==> src/ustc_pkg.sv <==
// ----------------------------------------------------------------------------
// ustc_pkg: shared constants, types and tables
// Reciprocal constants for the divisions by fixed numbers, the month-start
// table and the days-before-year helper used by the conversion pipeline.
// ----------------------------------------------------------------------------
package ustc_pkg;

  localparam int SecsW  = 32;
  localparam int DaysW  = 16;
  localparam int RemW   = 17;
  localparam int OffW   = 8;
  localparam int DoyW   = 9;
  localparam int YearW  = 12;
  localparam int MonW   = 4;
  localparam int DayW   = 5;
  localparam int HourW  = 5;
  localparam int MinW   = 6;
  localparam int SecW   = 6;
  localparam int HrRemW = 12;

  // seconds / 86400 == (seconds >> 7) / 675
  localparam logic [25:0] DayRecip  = 26'd50903317;
  localparam int          DayShift  = 35;
  localparam logic [16:0] YearRecip = 17'd91930;
  localparam int          YearShift = 25;
  localparam logic [17:0] HourRecip = 18'd149131;
  localparam int          HourShift = 29;
  localparam logic [12:0] MinRecip  = 13'd4370;
  localparam int          MinShift  = 18;

  localparam logic [16:0]     SecsPerDay  = 17'd86400;
  localparam logic [11:0]     SecsPerHour = 12'd3600;
  localparam logic [5:0]      SecsPerMin  = 6'd60;
  localparam logic [8:0]      DaysPerYear = 9'd365;
  localparam logic [YearW-1:0] BaseYear   = 12'd1970;
  // year 2100 as an offset from the base year
  localparam logic [OffW-1:0] CenturyOff  = 8'd130;

  typedef struct packed {
    logic [YearW-1:0] year;
    logic [MonW-1:0]  month;
    logic [DayW-1:0]  day;
  } cal_t;

  typedef struct packed {
    logic [HourW-1:0] hour;
    logic [MinW-1:0]  minute;
    logic [SecW-1:0]  second;
  } hms_t;

  // days from the base date to the first day of year base + off
  function automatic logic [DaysW-1:0] days_before(input logic [OffW-1:0] off);
    logic [OffW:0]      off_inc;
    logic [DaysW-1:0]   leaps;
    logic [DaysW-1:0]   common;
    off_inc = {1'b0, off} + {{OffW{1'b0}}, 1'b1};
    leaps   = DaysW'(off_inc >> 2);
    if (off > CenturyOff) begin
      leaps = leaps - {{(DaysW-1){1'b0}}, 1'b1};
    end
    common = DaysW'(DaysW'(off) * DaysW'(DaysPerYear));
    return common + leaps;
  endfunction

  function automatic logic [DoyW-1:0] month_start(input logic leap,
                                                  input logic [MonW-1:0] mon);
    logic [DoyW-1:0] base;
    unique case (mon)
      4'd0:    base = 9'd0;
      4'd1:    base = 9'd31;
      4'd2:    base = 9'd59;
      4'd3:    base = 9'd90;
      4'd4:    base = 9'd120;
      4'd5:    base = 9'd151;
      4'd6:    base = 9'd181;
      4'd7:    base = 9'd212;
      4'd8:    base = 9'd243;
      4'd9:    base = 9'd273;
      4'd10:   base = 9'd304;
      4'd11:   base = 9'd334;
      default: base = 9'd0;
    endcase
    if (leap && (mon > 4'd1)) begin
      base = base + 9'd1;
    end
    return base;
  endfunction

endpackage

==> src/ustc_date_pipe.sv <==
// ----------------------------------------------------------------------------
// ustc_date_pipe: day count to calendar date
// Five register stages: year estimate, year correction and day of year,
// month search and day of month, then two alignment stages.
// ----------------------------------------------------------------------------
module ustc_date_pipe (
  input  logic                      clk,
  input  logic [ustc_pkg::DaysW-1:0] days,
  output ustc_pkg::cal_t            cal
);
  import ustc_pkg::*;

  logic [DaysW-1:0] days_d2;
  logic [OffW-1:0]  off_d2;
  logic [32:0]      year_prod;

  logic [DoyW-1:0]  doy_d3;
  logic [YearW-1:0] year_d3;
  logic             leap_d3;

  cal_t cal_d4;
  cal_t cal_d5;
  cal_t cal_d6;

  logic [DaysW-1:0] before_a;
  logic [DaysW-1:0] before_b;
  logic [DaysW-1:0] before_sel;
  logic [OffW-1:0]  off_dec;
  logic [OffW-1:0]  off_sel;
  logic [DaysW-1:0] doy_full;

  logic [MonW-1:0]  mon;
  logic [DoyW-1:0]  mon_base;
  logic [DoyW-1:0]  day_full;

  // days / 365 estimate
  assign year_prod = days * YearRecip;

  always_ff @(posedge clk) begin
    days_d2 <= days;
    off_d2  <= year_prod[YearShift +: OffW];
  end

  // estimate is at most one year high
  always_comb begin
    off_dec  = off_d2 - {{(OffW-1){1'b0}}, 1'b1};
    before_a = days_before(off_d2);
    before_b = days_before(off_dec);
    if ((off_d2 != '0) && (days_d2 < before_a)) begin
      off_sel    = off_dec;
      before_sel = before_b;
    end else begin
      off_sel    = off_d2;
      before_sel = before_a;
    end
    doy_full = days_d2 - before_sel;
  end

  always_ff @(posedge clk) begin
    doy_d3  <= doy_full[DoyW-1:0];
    year_d3 <= BaseYear + YearW'(off_sel);
    leap_d3 <= (off_sel[1:0] == 2'd2) && (off_sel != CenturyOff);
  end

  // month search over the start table
  always_comb begin
    mon = '0;
    for (int m = 1; m < 12; m++) begin
      if (doy_d3 >= month_start(leap_d3, MonW'(m))) begin
        mon = MonW'(m);
      end
    end
    mon_base = month_start(leap_d3, mon);
    day_full = doy_d3 - mon_base + {{(DoyW-1){1'b0}}, 1'b1};
  end

  always_ff @(posedge clk) begin
    cal_d4.year  <= year_d3;
    cal_d4.month <= mon + {{(MonW-1){1'b0}}, 1'b1};
    cal_d4.day   <= day_full[DayW-1:0];
    cal_d5       <= cal_d4;
    cal_d6       <= cal_d5;
  end

  assign cal = cal_d6;

endmodule

==> src/ustc_time_pipe.sv <==
// ----------------------------------------------------------------------------
// ustc_time_pipe: seconds of day to hour, minute and second
// Five register stages: seconds of day, hour, remainder of hour, minute,
// then second.
// ----------------------------------------------------------------------------
module ustc_time_pipe (
  input  logic                      clk,
  input  logic [ustc_pkg::SecsW-1:0] secs,
  input  logic [ustc_pkg::DaysW-1:0] days,
  output ustc_pkg::hms_t            hms
);
  import ustc_pkg::*;

  logic [32:0]        day_prod;
  logic [SecsW-1:0]   rem_full;
  logic [RemW-1:0]    rem_t2;

  logic [34:0]        hour_prod;
  logic [RemW-1:0]    rem_t3;
  logic [HourW-1:0]   hour_t3;

  logic [RemW-1:0]    hour_secs;
  logic [RemW-1:0]    hrem_full;
  logic [HrRemW-1:0]  hrem_t4;
  logic [HourW-1:0]   hour_t4;

  logic [24:0]        min_prod;
  logic [HrRemW-1:0]  hrem_t5;
  logic [HourW-1:0]   hour_t5;
  logic [MinW-1:0]    min_t5;

  logic [HrRemW-1:0]  min_secs;
  logic [HrRemW-1:0]  sec_full;

  hms_t hms_t6;

  assign day_prod = days * SecsPerDay;
  assign rem_full = secs - day_prod[SecsW-1:0];

  always_ff @(posedge clk) begin
    rem_t2 <= rem_full[RemW-1:0];
  end

  assign hour_prod = rem_t2 * HourRecip;

  always_ff @(posedge clk) begin
    rem_t3  <= rem_t2;
    hour_t3 <= hour_prod[HourShift +: HourW];
  end

  assign hour_secs = hour_t3 * SecsPerHour;
  assign hrem_full = rem_t3 - hour_secs;

  always_ff @(posedge clk) begin
    hour_t4 <= hour_t3;
    hrem_t4 <= hrem_full[HrRemW-1:0];
  end

  assign min_prod = hrem_t4 * MinRecip;

  always_ff @(posedge clk) begin
    hour_t5 <= hour_t4;
    hrem_t5 <= hrem_t4;
    min_t5  <= min_prod[MinShift +: MinW];
  end

  assign min_secs = min_t5 * SecsPerMin;
  assign sec_full = hrem_t5 - min_secs;

  always_ff @(posedge clk) begin
    hms_t6.hour   <= hour_t5;
    hms_t6.minute <= min_t5;
    hms_t6.second <= sec_full[SecW-1:0];
  end

  assign hms = hms_t6;

endmodule

==> src/unix_seconds_to_calendar.sv <==
// ----------------------------------------------------------------------------
// unix_seconds_to_calendar: epoch seconds to calendar date and time of day
// The valid shift register tracks each accepted request to done; one request
// per cycle, busy stays low since every stage advances each cycle.
// Throughput is set by the six-stage multiply pipeline, one result per cycle.
// Synchronous active-high reset clears the valid bits; results need no drain.
// ----------------------------------------------------------------------------
module unix_seconds_to_calendar (
  input  logic                       clk,
  input  logic                       rst,
  input  logic                       start,
  output logic                       busy,
  input  logic [ustc_pkg::SecsW-1:0] epoch_seconds,
  output logic                       done,
  output logic [ustc_pkg::YearW-1:0] cal_year,
  output logic [ustc_pkg::MonW-1:0]  cal_month,
  output logic [ustc_pkg::DayW-1:0]  cal_day,
  output logic [ustc_pkg::HourW-1:0] clock_hour,
  output logic [ustc_pkg::MinW-1:0]  clock_minute,
  output logic [ustc_pkg::SecW-1:0]  clock_second
);
  import ustc_pkg::*;

  localparam int Depth = 6;

  logic [Depth-1:0] vld;
  logic [Depth-1:0] vld_next;
  logic             take;

  logic [50:0]      day_prod;
  logic [SecsW-1:0] secs_s1;
  logic [DaysW-1:0] days_s1;

  cal_t cal;
  hms_t hms;

  assign busy = 1'b0;
  assign take = start && !busy;

  // seconds / 86400 by reciprocal of 675 after dropping 7 bits
  assign day_prod = epoch_seconds[SecsW-1:7] * DayRecip;

  always_ff @(posedge clk) begin
    secs_s1 <= epoch_seconds;
    days_s1 <= day_prod[DayShift +: DaysW];
  end

  assign vld_next = {vld[Depth-2:0], take};

  always_ff @(posedge clk) begin
    if (rst) begin
      vld <= '0;
    end else begin
      vld <= vld_next;
    end
  end

  ustc_date_pipe u_date (
    .clk  (clk),
    .days (days_s1),
    .cal  (cal)
  );

  ustc_time_pipe u_time (
    .clk  (clk),
    .secs (secs_s1),
    .days (days_s1),
    .hms  (hms)
  );

  assign done         = vld[Depth-1];
  assign cal_year     = cal.year;
  assign cal_month    = cal.month;
  assign cal_day      = cal.day;
  assign clock_hour   = hms.hour;
  assign clock_minute = hms.minute;
  assign clock_second = hms.second;

endmodule

==> config.mk <==
export PLATFORM = sky130hd
export DESIGN_NAME = unix_seconds_to_calendar
export DESIGN_NICKNAME = d
export VERILOG_FILES = /design/src/ustc_pkg.sv /design/src/ustc_date_pipe.sv /design/src/ustc_time_pipe.sv /design/src/unix_seconds_to_calendar.sv
export SDC_FILE = /design/constraint.sdc
export NUM_CORES = 2
export LEC_CHECK = 0
export ABC_AREA = 1
export BUFFER_PORTS_ARGS = -buffer_cell sky130_fd_sc_hd__buf_4
export CAP_MARGIN = 0
export CORE_MARGIN = 2
export CORE_UTILIZATION = 61
export CTS_CLUSTER_DIAMETER = 120
export DETAILED_ROUTE_END_ITERATION = 10
export PLACE_DENSITY = 0.83
export SYNTH_ARGS = -nofsm -noshare
export SYNTH_HDL_FRONTEND = slang
export SYNTH_SLANG_ARGS = --single-unit
==> constraint.sdc <==
create_clock -name clk -period 11.5 [get_ports clk]
set_input_delay 0.575 -clock clk [delete_from_list [all_inputs] [get_ports clk]]
set_output_delay 0.575 -clock clk [all_outputs]
set_load 0.05 [all_outputs]
==> metrics.md <==
| Metric | Value |
|---|---|
| Post-synthesis mux area share | 0% |
| Post-synth cell types | 56 |
| Max clock buf depth | 3 |
| FFs w/ async S/R, synth | 0% |
| Dominant synthesized flop cell | dfxtp_1 |
| Share of cells above drive strength 1 | 4.256% |
| Row cnt | 84 |
| Crit-path max cell delay | around 0.67 ns |
| Slew @ Worst Pin | approximately 0.86 ns |
| Initial DRT Pass Iterations | 5 |
| Via density | 5.353 |
| Worst-path clk slew | approximately 0.070 ns |
| Cell Area, Synth | roughly 32000 sq um |
| Buffers on Ports | 73 |
| GP Congestion | roughly 0.97 |
| Mapped Nets | 4771 |
| Area grow syn2layout | 6.863% |
| GRT overflow | 0 |
| Width of the die | 234.3 microns |
| Worst Clk Skew | between 0.01 and 0.015 ns |
| Post-synthesis simple-gate area fraction | 10.03% |
| Fmax | 0.1066 GHz |
| WL/cell | 16.00 microns |
| Number of flops mapped to enable cells by yosys | 0 |
| CP required | roughly 12 ns |
| H-tree depth | 1 |
| Die Ht | 234.3 microns |
| Placeable Area | roughly 53000 sq um |
| Max cap viols | 0 |
| Worst-path fanout max | 27 |
| Area share of fa/ha/maj cells after synthesis | 55.81% |
| Final Hold Viols | 0 |
| Synth Area in Compound Gates | 6.116% |
| Top post-synthesis cells by area | ha_1 (31%), fa_1 (25%), dfxtp_1 (14%), inv_1 (9.7%), nand2_1 (4.9%) |
| Most frequent cells in the layout | inv_1 (832), ha_1 (805), nand2_1 (425) |
| Critical Path Start Type | register |
| N_diodes | 0 |
| First-pass GRT wire length | about 120 mm |
| Final ANT Viol Nets | 0 |
| Total number of vias | 23180 |
| Post-CTS Hold Fix Bufs | 0 |
| Synth Register Bits | ~230 |
| Seq/Total Area, Yosys | roughly 14% |
| Vias in the first global route | 24810 |
| Crit Path Category | reg2reg |
| TritonCTS clock tree | built |
| Fin crit period | 9.380 ns |
| Final nets | 4863 |
| HP Class | in2reg |
| DP HPWL | just under 60 mm |
| Relative slew slack | 42.76% |
| Initial core utilization | slightly above 60% |
| Post CTS Setup Buffer Count | 0 |
| Final Max Tran Viols | 0 |
| Largest net degree at the start of global routing | 28 |
| Clock root buffer master | clkbuf_16 |
| Largest family of logic cells by synthesized area | adder cells |
| Critical Path End Type | register |
| Worst Path Arrival | around 9.9 ns |
| Avg Cell Area, Syn | 9.163 sq um |
| Worst-skew pair later-pin latency | 0.54 ns |
| Post-route design area | 34580 sq um |
| Cts repair resizes | 0 |
| IO Pins | 75 |
| Post-DP Area | 33730 sq um |
| Initial antenna violation count | 1 |
| Final setup violating endpoints | 0 |
| Setup WS pre-CTS | between 2 and 2.5 ns |
| Number of remaining DRC errors | 0 |
| Cells after Synth | 3532 |
| Initial DRC Count | 991 |
| Total track usage | 26.28% |
| Detailed Route WL | 69.26 mm |
| Slowest CP cell | dfxtp_1 |
| CP most frequent cell | nand2_1 |
| Hold_ws | approximately 0.14 ns |
| Synth top area share | 31.12% |
| Most common cell after layout, fill and taps aside | inv_1 |
| Cell taking the most area after synthesis | ha_1 |
| Crit share post-route | between 80% and 90% |
| Final WS setup | 2.120 ns |
| Die area | about 55000 sq um |
| Clk sinks | 233 |
| Synth warn | 0 |
| CTS buffer count | 24 |
| Setup tns final | 0 ns |
| RSZ-0062 raised after global routing | no |
| Status | complete, no violations |
| Xor and xnor fraction of the mapped netlist area | 3.731% |
-- cell usage after synthesis, types with 3 or more instances --
library cell,number
nand4_1,32
o21ai_0,95
inv_2,7
nand2_1,425
fa_1,399
dfxtp_1,233
ha_1,805
a221oi_1,3
nand2_2,7
xor2_1,86
xnor2_1,50
and3_1,3
a211oi_1,5
nor2_1,152
nor4_1,11
nand3_2,3
buf_4,3
o21ai_1,6
nor3_1,19
nor2_2,6
buf_2,3
a21oi_1,171
nand3_1,74
a21boi_0,5
nand3b_1,6
a31oi_1,18
o211ai_1,6
o21a_1,8
inv_1,832
o21bai_1,6
a21o_1,18
o31ai_1,5
-- sequential cells by signal, summed over array words and instances, names as in the netlist --
signal	cells
u_time.hrem_t4	12
u_time.rem_t3	12
secs_s1	17
u_time.hour_t5	5
u_date.cal_d4	21
u_date.year_d3	12
u_date.cal	21
vld	6
u_date.doy_d3	9
u_date.cal_d5	21
u_date.days_d2	16
u_date.off_d2	8
days_s1	16
u_time.hour_t3	5
u_time.hms	17
u_time.min_t5	6
u_time.hour_t4	5
u_date.leap_d3	1
u_time.hrem_t5	6
u_time.rem_t2	17
-- metal layers --
layer	part of all wire [%]	vias up	GRT usage [%]
met2	51	484	49.27
met5	0	-	0
met1	41	11130	30.68
li1	-	11380	-
met3	3.8	187	2.128
met4	4.5	0	11.05
-- worst paths after layout --
kind	from	to	slack [ns]	cells past startpoint
hold reg to reg	u_time.min_t5[4]$_DFF_P_	u_time.hms[10]$_DFF_P_	0.32	0
hold / removal	epoch_seconds[0]	secs_s1[0]$_DFF_P_	0.14	1
setup / recovery	u_date.off_d2[0]$_DFF_P_	u_date.doy_d3[8]$_DFF_P_	2.12	53
setup reg to reg	u_date.off_d2[0]$_DFF_P_	u_date.doy_d3[8]$_DFF_P_	2.12	53
-- metrics by stage --
step | cells | util [%]
2_1_floorplan | 3532 | -
3_3_place_gp | 4286 | 64.19
3_5_place_dp | 4286 | 64.19
4_1_cts | 4330 | 65.81
5_1_grt | 4330 | 65.81
6_report | 4330 | 65.81
-- kinds of logic after synthesis --
logic type | Yosys count
buf+inv | 848
xor+xnor | 137
simple gates | 754
other cells | 1
fa+ha+maj | 1204
flops | 233
compound gates | 355
-- layout make-up --
| type | count | area (sq um) |
|---|---|---|
| multi-input combinational | 2451 | 24490 |
| tap | 688 | 860.8 |
| fill | 4102 | 17970 |
| inverter | 841 | 3162 |
| sequential | 233 | 4664 |
| timing repair buffer | 73 | 548.0 |
| clock buffer | 26 | 629.4 |
| clock inverter | 18 | 224.0 |
-- critical path, delay by kind of cell, from the launching register on --
| family | cells | cell delay (ns) |
|---|---|---|
| and+or+nand+nor | 25 | 2.55 |
| AOI/OAI and AO/OA | 8 | 1.43 |
| adders and majority gates | 9 | 3.21 |
| buffers and inverters | 8 | 0.98 |
| DFF | 1 | 0.67 |
| xor gates and xnor gates | 3 | 0.50 |
Power is not shown: default switching activity piles up to over one toggle a cycle in this logic, so the estimate is an artifact.
